==> src/sthc_pkg.sv <==
// Shared widths, register indexes and reset values for the Schmitt trigger block.
package sthc_pkg;

  localparam int TIME_WIDTH    = 16;
  localparam int LEVEL_WIDTH   = 16;
  localparam int ELAPSED_WIDTH = 10;
  localparam int FIELD_WIDTH   = 16;
  localparam int CFG_IDX_WIDTH = 2;
  localparam int SUM_WIDTH     =
      ((TIME_WIDTH > ELAPSED_WIDTH) ? TIME_WIDTH : ELAPSED_WIDTH) + 1;

  typedef enum logic [CFG_IDX_WIDTH-1:0] {
    REG_HIGH_THRESHOLD = 2'd0,
    REG_LOW_THRESHOLD  = 2'd1,
    REG_HOLD_TIME      = 2'd2,
    REG_COOLDOWN_TIME  = 2'd3
  } cfg_reg_t;

  localparam logic [LEVEL_WIDTH-1:0] HIGH_THRESHOLD_RESET = LEVEL_WIDTH'(32768);
  localparam logic [LEVEL_WIDTH-1:0] LOW_THRESHOLD_RESET  = LEVEL_WIDTH'(19661);

  localparam logic [TIME_WIDTH-1:0] TIME_MAX = {TIME_WIDTH{1'b1}};

endpackage

==> src/schmitt_trigger_hold_cooldown.sv <==
// Schmitt trigger with minimum hold time and re-arm cooldown, two-register pipeline.
//
//   channel  handshake              payload
//   in       in_valid / in_stall    level, elapsed_ms
//   out      out_valid / out_stall  level_echo, is_active, fired, released,
//                                   held_ms_out, cooldown_left_ms
//   cfg      cfg_valid / cfg_ready  cfg_index, cfg_data
//
// One item per cycle unless out_stall holds a valid result in the result register.
// The trigger state updates as an item moves from the input register into
// the result register, so consecutive items see each other's effect.
// rst clears the state, the pipeline and the registers to their reset values.
// out_stall on a valid result freezes the result register and the trigger state;
// in_stall rises only when the input register is full and cannot move on.
// cfg_ready is always high.
module schmitt_trigger_hold_cooldown
  import sthc_pkg::*;
(
  input  logic                     clk,
  input  logic                     rst,
  input  logic                     in_valid,
  output logic                     in_stall,
  input  logic [FIELD_WIDTH-1:0]   level,
  input  logic [ELAPSED_WIDTH-1:0] elapsed_ms,
  output logic                     out_valid,
  input  logic                     out_stall,
  output logic [FIELD_WIDTH-1:0]   level_echo,
  output logic                     is_active,
  output logic                     fired,
  output logic                     released,
  output logic [FIELD_WIDTH-1:0]   held_ms_out,
  output logic [FIELD_WIDTH-1:0]   cooldown_left_ms,
  input  logic                     cfg_valid,
  output logic                     cfg_ready,
  input  logic [CFG_IDX_WIDTH-1:0] cfg_index,
  input  logic [FIELD_WIDTH-1:0]   cfg_data
);

  logic [LEVEL_WIDTH-1:0] high_threshold;
  logic [LEVEL_WIDTH-1:0] low_threshold;
  logic [TIME_WIDTH-1:0]  hold_time;
  logic [TIME_WIDTH-1:0]  cooldown_time;

  logic                     active_flag;
  logic [TIME_WIDTH-1:0]    held_time;
  logic [TIME_WIDTH-1:0]    cooldown_left;

  logic                     in_q_valid;
  logic [LEVEL_WIDTH-1:0]   level_q;
  logic [ELAPSED_WIDTH-1:0] elapsed_q;

  logic [LEVEL_WIDTH-1:0]   level_out;

  logic                     advance;
  logic                     move;
  logic                     active_next;
  logic                     fired_next;
  logic                     released_next;
  logic [TIME_WIDTH-1:0]    held_next;
  logic [TIME_WIDTH-1:0]    cooldown_next;
  logic [TIME_WIDTH-1:0]    cooldown_dec;
  logic [SUM_WIDTH-1:0]     held_sum;
  logic [TIME_WIDTH-1:0]    held_sat;

  assign cfg_ready = 1'b1;
  assign advance   = !out_valid || !out_stall;
  assign move      = in_q_valid && advance;
  assign in_stall  = in_q_valid && !advance;

  always_ff @(posedge clk) begin
    if (rst) begin
      high_threshold <= HIGH_THRESHOLD_RESET;
      low_threshold  <= LOW_THRESHOLD_RESET;
      hold_time      <= '0;
      cooldown_time  <= '0;
    end else if (cfg_valid && cfg_ready) begin
      unique case (cfg_reg_t'(cfg_index))
        REG_HIGH_THRESHOLD: high_threshold <= LEVEL_WIDTH'(cfg_data);
        REG_LOW_THRESHOLD:  low_threshold  <= LEVEL_WIDTH'(cfg_data);
        REG_HOLD_TIME:      hold_time      <= TIME_WIDTH'(cfg_data);
        REG_COOLDOWN_TIME:  cooldown_time  <= TIME_WIDTH'(cfg_data);
        default: ;
      endcase
    end
  end

  // input register
  always_ff @(posedge clk) begin
    if (rst) begin
      in_q_valid <= 1'b0;
    end else if (!in_stall) begin
      in_q_valid <= in_valid;
    end
  end

  always_ff @(posedge clk) begin
    if (in_valid && !in_stall) begin
      level_q   <= LEVEL_WIDTH'(level);
      elapsed_q <= elapsed_ms;
    end
  end

  // trigger step
  always_comb begin
    if (SUM_WIDTH'(cooldown_left) > SUM_WIDTH'(elapsed_q)) begin
      cooldown_dec = TIME_WIDTH'(SUM_WIDTH'(cooldown_left) - SUM_WIDTH'(elapsed_q));
    end else begin
      cooldown_dec = '0;
    end
    held_sum = SUM_WIDTH'(held_time) + SUM_WIDTH'(elapsed_q);
    held_sat = (held_sum > SUM_WIDTH'(TIME_MAX)) ? TIME_MAX : TIME_WIDTH'(held_sum);

    active_next   = active_flag;
    fired_next    = 1'b0;
    released_next = 1'b0;
    held_next     = held_time;
    cooldown_next = cooldown_dec;
    if (active_flag) begin
      held_next = held_sat;
      if (held_sat >= hold_time && level_q < low_threshold) begin
        active_next   = 1'b0;
        released_next = 1'b1;
        cooldown_next = cooldown_time;
        held_next     = '0;
      end
    end else if (cooldown_dec == '0 && level_q >= high_threshold) begin
      active_next = 1'b1;
      fired_next  = 1'b1;
      held_next   = '0;
    end
  end

  always_ff @(posedge clk) begin
    if (rst) begin
      active_flag   <= 1'b0;
      held_time     <= '0;
      cooldown_left <= '0;
      out_valid     <= 1'b0;
    end else begin
      if (move) begin
        active_flag   <= active_next;
        held_time     <= held_next;
        cooldown_left <= cooldown_next;
      end
      if (advance) begin
        out_valid <= in_q_valid;
      end
    end
  end

  // result register
  always_ff @(posedge clk) begin
    if (move) begin
      level_out <= level_q;
      fired     <= fired_next;
      released  <= released_next;
    end
  end

  assign level_echo       = FIELD_WIDTH'(level_out);
  assign is_active        = active_flag;
  assign held_ms_out      = FIELD_WIDTH'(held_time);
  assign cooldown_left_ms = FIELD_WIDTH'(cooldown_left);

endmodule

==> config.mk <==
export PLATFORM = sky130hd
export DESIGN_NAME = schmitt_trigger_hold_cooldown
export DESIGN_NICKNAME = d
export VERILOG_FILES = /design/src/sthc_pkg.sv /design/src/schmitt_trigger_hold_cooldown.sv
export SDC_FILE = /design/constraint.sdc
export NUM_CORES = 1
export LEC_CHECK = 0
export ABC_AREA = 1
export BUFFER_PORTS_ARGS = -buffer_cell sky130_fd_sc_hd__buf_2
export CAP_MARGIN = 20
export CORE_ASPECT_RATIO = 0.9
export CORE_MARGIN = 2
export CORE_UTILIZATION = 40
export DETAILED_ROUTE_END_ITERATION = 16
export PLACE_DENSITY = 0.62
export SLEW_MARGIN = 20
export SYNTH_ARGS = -nofsm -noshare
export SYNTH_HDL_FRONTEND = slang
export SYNTH_SLANG_ARGS = --single-unit
==> constraint.sdc <==
create_clock -name clk -period 4.1 [get_ports clk]
set_input_delay 0 -clock clk [delete_from_list [all_inputs] [get_ports clk]]
set_output_delay 0 -clock clk [all_outputs]
set_load 0.01 [all_outputs]
==> results by group, run 1 <==
GRT
  – Global-route usage over all layers: 0.203
  – GR Overflow Total: 0
  – Initial antenna violation count: 0
  – Vias in the first global route: 6439
  – Largest net degree at the start of global routing: 61
  – Global-route wire length before repair: 33400 µm

Timing
  – Slew @ Worst Pin: 0.998 ns
  – Setup Skew: 0.00652 ns
  – Max-slew violations: 0
  – Min cycle time layout: 3.69 ns
  – Setup_tns: 0 ns
  – Slew HR: 0.333
  – Final worst-path cycle share: 0.900
  – Max Fclk: 271 MHz
  – Final hold violations: 0
  – RSZ-0062 raised after global routing: no
  – Final setup vio count: 0

Finish
  – Register area: 3300 µm²
  – Multi-input gate area: 3860 µm²
  – Antenna Cells: 0
  – Commonest non-fill, non-tap cells in the layout: nand2_1, inv_1, a21oi_1
  – Final #Nets: 1257
  – Fill cell count: 1882
  – Post-Layout Cell Count: 1402
  – Share of cells above drive strength 1: 0.142
  – Leading cell type in the layout, fill and taps excluded: nand2_1
  – Area Growth Syn to Fin: 22.0%

Synth
  – Unique masters post-synth: 40
  – Syn nets: 1118
  – Dominant synthesized flop cell: dfxtp_1
  – Post-synth EDFFs: 44
  – Fraction of registers with async set/reset: 0
  – Register area share after synthesis: 0.418
  – Post-Syn Area: 7900 µm²
  – Syn. warnings: 0
  – Yosys reg bits: 143
  – Mapped Cells: 1000
  – Syn Area/Cell: 7.90 µm²

Min path
  – Worst hold path class: in -> reg
  – Hold depth: 5

Route
  – Via Count: 6911
  – Final ANT Viol Nets: 0
  – Drt wl/cell: 15.2 µm
  – Drt via density: 4.93
  – Drt pass-1 iters: 5
  – Residual DRC count: 0
  – Total Wirelength: 21300 µm
  – Initial DRC count: 383

Setup path
  – CP arrival: 4.06 ns
  – Crit start category: flop
  – Cell mode on critical path: nand2_1
  – Reg2reg path depth: 21
  – Max Fanout on Critical Path: 15
  – Slowest CP cell: edfxtp_1
  – Worst path required time: 4.47 ns
  – Setup CP Type: reg -> reg
  – Setup crit end kind: flop
  – CP Cell Sequence: ha_1 > nand2_1 > nor3_1 > nand3_1 > nand4_1 > nand2_1 > inv_1 > nand4_4 > o21ai_0 > ha_1 > nand2_1 > o21ai_0 > nand2_1 > o211ai_1 > nand2_1 > nand3_1 > nand2_2 > nand3_1 > nand3_1 > nand2_1 > nor2_1
  – Crit-path max cell delay: 0.45 ns

Floorplanning
  – DIE AREA: 20900 µm²
  – Top Ports: 103
  – Initial Utilization: 0.410
  – Site row count: 48
  – Die Ht: 137 µm
  – Die Width: 152 µm
  – Core area: 19300 µm²

Placement
  – GP Congestion: 0.886
  – Dpl cells: 1320
  – Post-detail-place hpwl: 15200 µm
  – I/O Buffers: 101

Clock tree
  – Clock transition at path regs: 0.06 ns
  – Clk_lat worst skew: 0.42 ns
  – CTS tree: built
  – CTS Buffer Depth: 2
  – Sink Count: 143
  – Total CTS buffers: 17
  – CTS Root Cell: clkbuf_16
  – CTS H-tree lvls: 4

Pwr
  – Worst vdd ir: 304 µV
  – P_leak: 0.00445 µW
  – Power density cells: 540 nW/µm²

Outcome
  – Status: complete, no violations

Job
  – MaxCap Viol Count: 0
==> state kept, by name, indices dropped and copies added, names as in the netlist <==
| signal | cells |
|---|---|
| cooldown_left_ms | 16 |
| cooldown_time | 16 |
| held_ms_out | 16 |
| high_threshold | 16 |
| hold_time | 16 |
| level_echo | 16 |
| level_q | 16 |
| low_threshold | 16 |
| elapsed_q | 10 |
| fired | 1 |
| in_q_valid | 1 |
| is_active | 1 |
| out_valid | 1 |
| released | 1 |
==> stage by stage <==
stage | utilization | power, µW | instance area (µm²) | setup slack, ns | hold WS [ns]
finish | 0.500 | 5210 | 9640 | 0.409 | 0.0393
CTS | 0.500 | 5220 | 9630 | 0.187 | 0.0183
global placement | 0.445 | 3690 | 8580 | 0.243 | 0.177
floorplan | - | 3240 | 7900 | 0.677 | 0.0989
global route | 0.500 | 5580 | 9640 | 0.0635 | 0.0878
detailed placement | 0.445 | 3700 | 8580 | 0.210 | 0.178
==> per-layer routing <==
layer / routed length, µm / share of wire / GRT usage / vias up
li1: - / - / - / 3589
met1: 10200 / 0.48 / 0.275 / 3132
met2: 9770 / 0.46 / 0.327 / 159
met3: 878 / 0.041 / 0.0387 / 31
met4: 404 / 0.019 / 0.0717 / 0
met5: 0 / 0 / 0 / -
==> final timing paths <==
kind,start,to,slack [ns]
max,elapsed_q[5]$_DFFE_PP_,held_ms_out[8]$_SDFFE_PP0P_,0.41
min reg2reg,cooldown_time[9]$_SDFFE_PP0P_,cooldown_time[9]$_SDFFE_PP0P_,0.45
min,cfg_valid,hold_time[0]$_SDFFE_PP0P_,0.04
max reg2reg,elapsed_q[5]$_DFFE_PP_,held_ms_out[8]$_SDFFE_PP0P_,0.41
==> critical path, delay by kind of cell (launching register included) <==
family          cells  cell delay [ns]
simple gates       15             1.97
flops               1             0.45
compound gates      3             0.39
buf+inv             1             0.14
fa+ha+maj           2             0.67
==> final cells by class <==
type                    instances  share of cell area
repair buffers                157               0.110
well taps                     250              0.0324
multi-input cells             673               0.400
clock inverters                14              0.0121
inverters                     147              0.0572
clock buffers                  18              0.0455
flip-flops and latches        143               0.343
==> kinds of logic after synthesis <==
group           count (synthesis)  synth area share
compound gates                236             0.166
xor+xnor                       18            0.0200
fa+ha+maj                      69             0.111
buf+inv                       184            0.0960
flops                         143             0.418
other cells                     1          0.000475
simple gates                  349             0.188
==> cells in the mapped netlist, types with 3 or more instances <==
master    count  area share
a21oi_2       7      0.0078
clkbuf_1     24       0.011
edfxtp_1     44        0.17
o21a_1        4      0.0038
nand3_2       4      0.0051
ha_1         67        0.11
buf_2         6      0.0038
dfxtp_1      99        0.25
nand2_1     202       0.096
xor2_1       15       0.017
inv_1       143       0.068
o211ai_1     27       0.026
nand4_1       6      0.0048
a21oi_1     120       0.076
nand2_4       4      0.0057
nand3_1      52       0.033
nor2_2        5      0.0040
nor2_1       62       0.029
xnor2_1       3      0.0033
o21ai_0      70       0.044
nor3_1       10      0.0063
==> where the power goes <==
group / leakage (µW) / internal [µW] / switching, µW
registers: 0.00123 / 1590 / 113
logic: 0.00296 / 724 / 1320
clock network: 0.000260 / 846 / 625
==> repair_timing <==
item                                    in CTS  in global routing
gates resized for setup                      0                  2
endpoints found under the hold margin       92                  0
hold buffers                                50                  0
buffers inserted                             0                  0
endpoints found under the setup margin       0                 19
No activity file was read; power rests on OpenSTA's default activity.
==> inputs of run 2 (changes only) <==
RECOVER_POWER = 50   (was unset)
==> run 2 against run 1 <==
  * The run now ends with capacitance limit, slew limit left
  * Combinational power barely moved
  * Clock-buffer cell count unchanged
  * First-iteration DRC count is 0.78% higher
  * Clock power barely moved
  * Die area stayed put
  * Flip-flop and latch count is the same
  * Final cell count stayed put
  * Non-clock buffer count is the same
  * Cell area fell by 0.77%
  * Critical endpoint is now cooldown_left_ms[14]$_SDFFE_PP0P_
  * Critical path depth stayed put
==> results by group, run 2 (synthesis results as in run 1) <==
Min path
  – Hold wc startpoint: cfg_valid
  – Worst hold path class: in -> reg
  – Sink of the worst hold path: hold_time[0]$_SDFFE_PP0P_
  – Hold depth: 5 (unchanged)

Clock tree
  – Sink Count: 143 (unchanged)
  – CTS Buffer Depth: 2 (unchanged)
  – CTS H-tree lvls: 4 (unchanged)
  – CTS tree: built
  – Total CTS buffers: 17 (unchanged)
  – Clock transition at path regs: 0.06 ns (about the same)
  – CTS Root Cell: clkbuf_16
  – Clk_lat worst skew: 0.42 ns (about the same)
  – Post-CTS setup buffer count: 0 (unchanged)

Pwr
  – Clk pwr share: 0.283 (about the same)
  – Switch share: 0.395 (+0.00112)
  – Sequential share of power: 0.328 (+0.002)
  – P_leak: 0.00423 µW (-4.8%)
  – Combinational power share: 0.388 (-0.003)
  – Worst vdd ir: 304 µV (about the same)
  – Sw Pwr: 2050 µW (-0.15%)
  – Power density cells: 542 nW/µm² (+0.34%)
  – Cell internal pwr: 3140 µW (-0.62%)

Timing
  – RSZ-0062 raised after global routing: no
  – Slew HR: -0.0546 (-0.387)
  – Final setup vio count: 0 (unchanged)
  – Setup_tns: 0 ns (unchanged)
  – Setup Skew: 0.00689 ns (+0.000373 ns)
  – Min cycle time layout: 3.76 ns (+0.0705 ns)
  – Slew @ Worst Pin: 1.58 ns (+0.584 ns)
  – Final hold violations: 0 (unchanged)
  – Max-slew violations: 61 (+61)
  – Max Fclk: 266 MHz (-1.9%)
  – Final worst-path cycle share: 0.917 (+0.0172)

Setup path
  – Reg2Reg Capture Point: cooldown_left_ms[14]$_SDFFE_PP0P_
  – Reg2reg path depth: 21 (unchanged)
  – Setup crit end kind: flop
  – Setup CP Type: reg -> reg
  – CP arrival: 4.02 ns (-0.04 ns)
  – Launch point of the worst reg-to-reg path: elapsed_q[5]$_DFFE_PP_
  – Max Fanout on Critical Path: 34 (+19)
  – R2r setup slk: 0.34 ns (-0.07 ns)
  – Crit start category: flop
  – Worst path required time: 4.36 ns (-0.11 ns)

Finish
  – Fin util: 0.496 (-0.00383)
  – Area Growth Syn to Fin: 21.1%
  – Final #Nets: 1257 (unchanged)
  – Antenna Cells: 0 (unchanged)
  – Commonest non-fill, non-tap cells in the layout: nand2_1, inv_1, a21oi_1
  – Share of cells above drive strength 1: 0.0929 (-0.0495)
  – Leading cell type in the layout, fill and taps excluded: nand2_1
  – Post-route cell area: 9570 µm² (-0.77%)
  – Fill cell count: 1903 (+1.1%)
  – Post-Layout Cell Count: 1402 (unchanged)

Route
  – Drt wl/cell: 15.2 µm (+0.11%)
  – Final ANT Viol Nets: 0 (unchanged)
  – Initial DRC count: 386 (+0.78%)
  – Drt pass-1 iters: 5 (unchanged)
  – Total Wirelength: 21300 µm (+0.11%)
  – Via Count: 6924 (+0.19%)
  – Drt via density: 4.94 (+0.19%)
  – Residual DRC count: 0 (unchanged)

Floorplanning
  – Core area: 19300 µm² (unchanged)
  – Initial Utilization: 0.410 (unchanged)
  – Die Width: 152 µm (unchanged)
  – Top Ports: 103 (unchanged)
  – Site row count: 48 (unchanged)
  – Die Ht: 137 µm (unchanged)
  – DIE AREA: 20900 µm² (unchanged)

GRT
  – Vias in the first global route: 6439 (unchanged)
  – Met2 track demand over resource: 0.327 (unchanged)
  – Global-route usage over all layers: 0.203 (unchanged)
  – Met3 Track Usage GR: 0.0387 (unchanged)
  – Met1 global-route usage: 0.275 (unchanged)
  – GRT busiest layer: met2
  – Global-route wire length before repair: 33400 µm (unchanged)
  – Largest net degree at the start of global routing: 61 (unchanged)
  – GR Overflow Total: 0 (unchanged)
  – Initial antenna violation count: 0 (unchanged)

Outcome
  – Failing checks: capacitance limit, slew limit
  – Status: finished with violations

Placement
  – Post-detail-place hpwl: 15200 µm (unchanged)
  – I/O Buffers: 101 (unchanged)
  – GP Congestion: 0.886 (unchanged)
  – Cell Area, Placed: 8580 µm² (unchanged)
  – Dpl cells: 1320 (unchanged)

Job
  – MaxCap Viol Count: 1 (+1)
-- run 2: cell count changes in the layout (fill, tap and decap cells not counted), sizes merged --
cell    delta
clkbuf    +58
buf       -58
-- run 2: power by group through the flow --
stage,combinational [µW],sequential [µW],clock (µW)
after floorplan,1510,1730,0
after global placement,1960,1730,0
after detailed placement,1970,1730,0
after CTS,2020,1700,1500
after global routing,2280,1720,1570
final,2020,1700,1470
-- run 2: layout make-up --
type,count,area [µm²],area share
multi-input cells,673,3860,0.403
flip-flops and latches,143,3300,0.345
repair buffers,157,990,0.103
inverters,147,552,0.0577
clock buffers,18,439,0.0459
well taps,250,313,0.0327
clock inverters,14,116,0.0122
-- run 2: critical path: stages (launching register included) --
cell and delay, ns:
edfxtp_1 0.44, ha_1 0.38, nand2_1 0.08, o21ai_0 0.33, nand2_1 0.09, nand4_1 0.14, nand2_1 0.11, inv_1 0.15
nand4_4 0.21, o21ai_0 0.22, ha_1 0.29, nand2_1 0.09, o21ai_0 0.09, nand2_1 0.07, o211ai_1 0.08, nand2_1 0.07
nand3_1 0.10, nand3_1 0.15, buf_12 0.21, nand2_1 0.08, o211ai_1 0.10, a21oi_1 0.11
-- run 2: how the worst max path moves through the flow --
stage,to,start,slack (ns),cells past startpoint
2_1_floorplan,cooldown_left_ms[13]$_SDFFE_PP0P_,held_ms_out[0]$_SDFFE_PP0P_,0.68,23
4_1_cts,held_ms_out[8]$_SDFFE_PP0P_,elapsed_q[5]$_DFFE_PP_,0.19,21
3_3_place_gp,held_ms_out[8]$_SDFFE_PP0P_,elapsed_q[5]$_DFFE_PP_,0.24,21
3_5_place_dp,held_ms_out[8]$_SDFFE_PP0P_,elapsed_q[5]$_DFFE_PP_,0.21,21
5_1_grt,held_ms_out[3]$_SDFFE_PP0P_,held_ms_out[0]$_SDFFE_PP0P_,0.05,22
6_report,cooldown_left_ms[14]$_SDFFE_PP0P_,elapsed_q[5]$_DFFE_PP_,0.34,21
-- run 2: layer usage --
layer,vias up,wire [µm]
met4,0,410
met1,3152,10300
met5,-,0
met2,148,9780
met3,31,785
li1,3593,-
-- run 2: timing repair --
item	in CTS	in global routing
resized for setup	0	2
hold endpoints to repair	92	0
endpoints found under the setup margin	0	19
hold buffers	50	0
-- run 2: metrics by stage --
step	total power, µW	setup slack (ns)	hold WS, ns
6_report	5190	0.339	0.0438
3_5_place_dp	3700	0.210	0.178
5_1_grt	5560	0.0524	0.0879
3_3_place_gp	3690	0.243	0.177
2_1_floorplan	3240	0.677	0.0989
4_1_cts	5220	0.187	0.0183
==> inputs of run 3 (changes only) <==
BUFFER_PORTS_ARGS = unset   (was -buffer_cell sky130_fd_sc_hd__buf_2)
DONT_BUFFER_PORTS = 1   (was unset)
PLACE_DENSITY = 0.57   (was 0.62)
==> run 3 against run 2 <==
  * The flow now finishes without violations
  * Sequential power grew 4%
  * Clock power grew 8%
  * Worst hold slack gained 0.15 ns
  * Critical path depth is the same
  * Utilization shrank 1.2 points
  * Worst setup slack gained 0.021 ns
  * Final cell count shrank 6.0%
  * Flip-flop and latch count is the same
  * Critical endpoint is now cooldown_left_ms[9]$_SDFFE_PP0P_
==> results by group, run 3 (synthesis results as in run 1) <==
Placement
  – Dpl cells: 1218 (-7.7%)
  – GP Congestion: 0.860 (-2.9%)
  – Post-detail-place hpwl: 14800 µm (-2.3%)
  – I/O Buffers: 0 (-100%)
  – Cell Area, Placed: 8050 µm² (-6.1%)

Timing
  – Setup Skew: 0.00850 ns (+0.00161 ns)
  – Slew HR: 0.332 (+0.387)
  – Setup_tns: 0 ns (unchanged)
  – Max-slew violations: 0 (-100%)
  – Max Fclk: 267 MHz (+0.56%)
  – Final worst-path cycle share: 0.912 (-0.00510)
  – Final hold violations: 0 (unchanged)
  – Slew @ Worst Pin: 0.999 ns (-0.583 ns)
  – Final setup vio count: 0 (unchanged)
  – Min cycle time layout: 3.74 ns (-0.0209 ns)
  – RSZ-0062 raised after global routing: no

Route
  – Drt pass-1 iters: 5 (unchanged)
  – Residual DRC count: 0 (unchanged)
  – Total Wirelength: 20900 µm (-1.9%)
  – Final ANT Viol Nets: 0 (unchanged)
  – Drt wl/cell: 15.8 µm (+4.4%)
  – Via Count: 6634 (-4.2%)
  – Initial DRC count: 422 (+9.3%)
  – Drt via density: 5.03 (+1.9%)

Clock tree
  – Total CTS buffers: 17 (unchanged)
  – CTS Root Cell: clkbuf_16
  – Sink Count: 143 (unchanged)
  – CTS Buffer Depth: 2 (unchanged)
  – Clock transition at path regs: 0.06 ns (about the same)
  – Clk_lat worst skew: 0.43 ns (about the same)
  – CTS tree: built
  – CTS H-tree lvls: 4 (unchanged)

GRT
  – Vias in the first global route: 6093 (-5.4%)
  – Initial antenna violation count: 1 (+1)
  – Global-route wire length before repair: 32200 µm (-3.7%)
  – Global-route usage over all layers: 0.198 (-0.00515)
  – GR Overflow Total: 0 (unchanged)
  – Largest net degree at the start of global routing: 81 (+33%)

Setup path
  – Setup CP Type: reg -> reg
  – R2r setup slk: 0.36 ns (+0.02 ns)
  – Max Fanout on Critical Path: 34 (unchanged)
  – Worst path required time: 4.37 ns (about the same)
  – CP endpoint: cooldown_left_ms[9]$_SDFFE_PP0P_
  – Critical Path Start: held_ms_out[0]$_SDFFE_PP0P_
  – Reg2Reg Capture Point: cooldown_left_ms[9]$_SDFFE_PP0P_
  – Reg2reg path depth: 21 (unchanged)
  – Crit start category: flop
  – Setup crit end kind: flop
  – CP arrival: 4.01 ns (about the same)
  – Launch point of the worst reg-to-reg path: held_ms_out[0]$_SDFFE_PP0P_

Floorplanning
  – Initial Utilization: 0.410 (unchanged)
  – Die Ht: 137 µm (unchanged)
  – DIE AREA: 20900 µm² (unchanged)
  – Die Width: 152 µm (unchanged)
  – Core area: 19300 µm² (unchanged)
  – Top Ports: 103 (unchanged)
  – Site row count: 48 (unchanged)

Job
  – MaxCap Viol Count: 0 (-1)

Pwr
  – Worst vdd ir: 313 µV (+3.1%)
  – Power Total: 5240 µW (+0.91%)
  – P_leak: 0.00405 µW (-4.2%)
  – Power density cells: 560 nW/µm² (+3.4%)

Min path
  – Worst hold path class: in -> reg
  – Hold depth: 4 (-1)

Finish
  – Post-Layout Cell Count: 1318 (-6.0%)
  – Share of cells above drive strength 1: 0.0581 (-0.0348)
  – Area Growth Syn to Fin: 18.2%
  – Post-route cell area: 9340 µm² (-2.4%)
  – Fill cell count: 1901 (-0.11%)
  – Final #Nets: 1173 (-6.7%)
  – Commonest non-fill, non-tap cells in the layout: nand2_1, inv_1, a21oi_1
  – Fin util: 0.485 (-0.0117)
  – Leading cell type in the layout, fill and taps excluded: nand2_1

Outcome
  – Status: complete, no violations
[run 3: changes by cell type in the layout (fill, tap and decap cells not counted), sizes merged, moves of 2 or more]
cell / delta
clkbuf: -55
buf: -42
dlygate4sd3: +15
clkinvlp: -4
bufinv: +2
inv: -2
[run 3: layout make-up]
| cell class | count | area (µm²) | share of cell area |
|---|---|---|---|
| Multi-Input combinational cell | 673 | 3860 | 0.413 |
| Sequential cell | 143 | 3300 | 0.354 |
| Timing Repair Buffer | 73 | 714 | 0.0765 |
| Inverter | 147 | 552 | 0.0591 |
| Clock buffer | 20 | 457 | 0.0489 |
| Tap cell | 250 | 313 | 0.0335 |
| Clock inverter | 11 | 140 | 0.0150 |
| Antenna cell | 1 | 2.50 | 0.000268 |
[run 3: worst max-delay path, cell delays in order (launching register included)]
cell	delay (ns)
dfxtp_1	0.43
ha_1	0.20
inv_1	0.06
fa_1	0.41
inv_1	0.12
nand3_1	0.08
nand4_1	0.16
nand2_1	0.11
inv_1	0.15
nand4_4	0.22
buf_4	0.22
nand2_1	0.06
ha_1	0.23
a21oi_1	0.14
o21ai_0	0.09
a21oi_1	0.14
nand3_1	0.14
nand3_1	0.14
buf_8	0.23
nand2_1	0.09
o211ai_1	0.08
a21oi_1	0.08
[run 3: what timing repair did]
action,in CTS,in global routing
hold endpoints to repair,109,0
gates resized for setup,0,6
setup buffers,0,3
hold buffers,65,0
endpoints found under the setup margin,0,34
[run 3: power by group]
group	switching (µW)	internal (µW)	total [µW]
Clock	607	980	1590
Combinational	1220	669	1890
Sequential	170	1590	1760
[run 3: how the worst min path moves through the flow]
stage / start / to / slack [ns]
floorplan: elapsed_ms[0] / elapsed_q[0]$_DFFE_PP_ / 0.1
detailed placement: rst / is_active$_SDFFE_PP0P_ / 0.07
global placement: rst / is_active$_SDFFE_PP0P_ / 0.07
finish: rst / held_ms_out[1]$_SDFFE_PP0P_ / 0.20
global route: level[1] / level_q[1]$_DFFE_PP_ / 0.18
CTS: cfg_index[0] / low_threshold[0]$_SDFFE_PP1P_ / 0.04
[run 3: routing by layer]
layer  share of wire  vias up  global-route usage  wire length [µm]
met2            0.45      137               0.321              9450
li1                -     3428                   -                 -
met3           0.048       25              0.0494               996
met1            0.48     3044               0.260             10100
met4           0.017        0              0.0680               350
met5               0        -                   0                 0
[run 3: per-stage QoR]
step | setup WS, ns | hold slack (ns)
2_1_floorplan | 0.677 | 0.0989
3_3_place_gp | 0.203 | 0.0711
3_5_place_dp | 0.157 | 0.0691
4_1_cts | 0.0979 | 0.0396
5_1_grt | 0.0136 | 0.182
6_report | 0.359 | 0.196
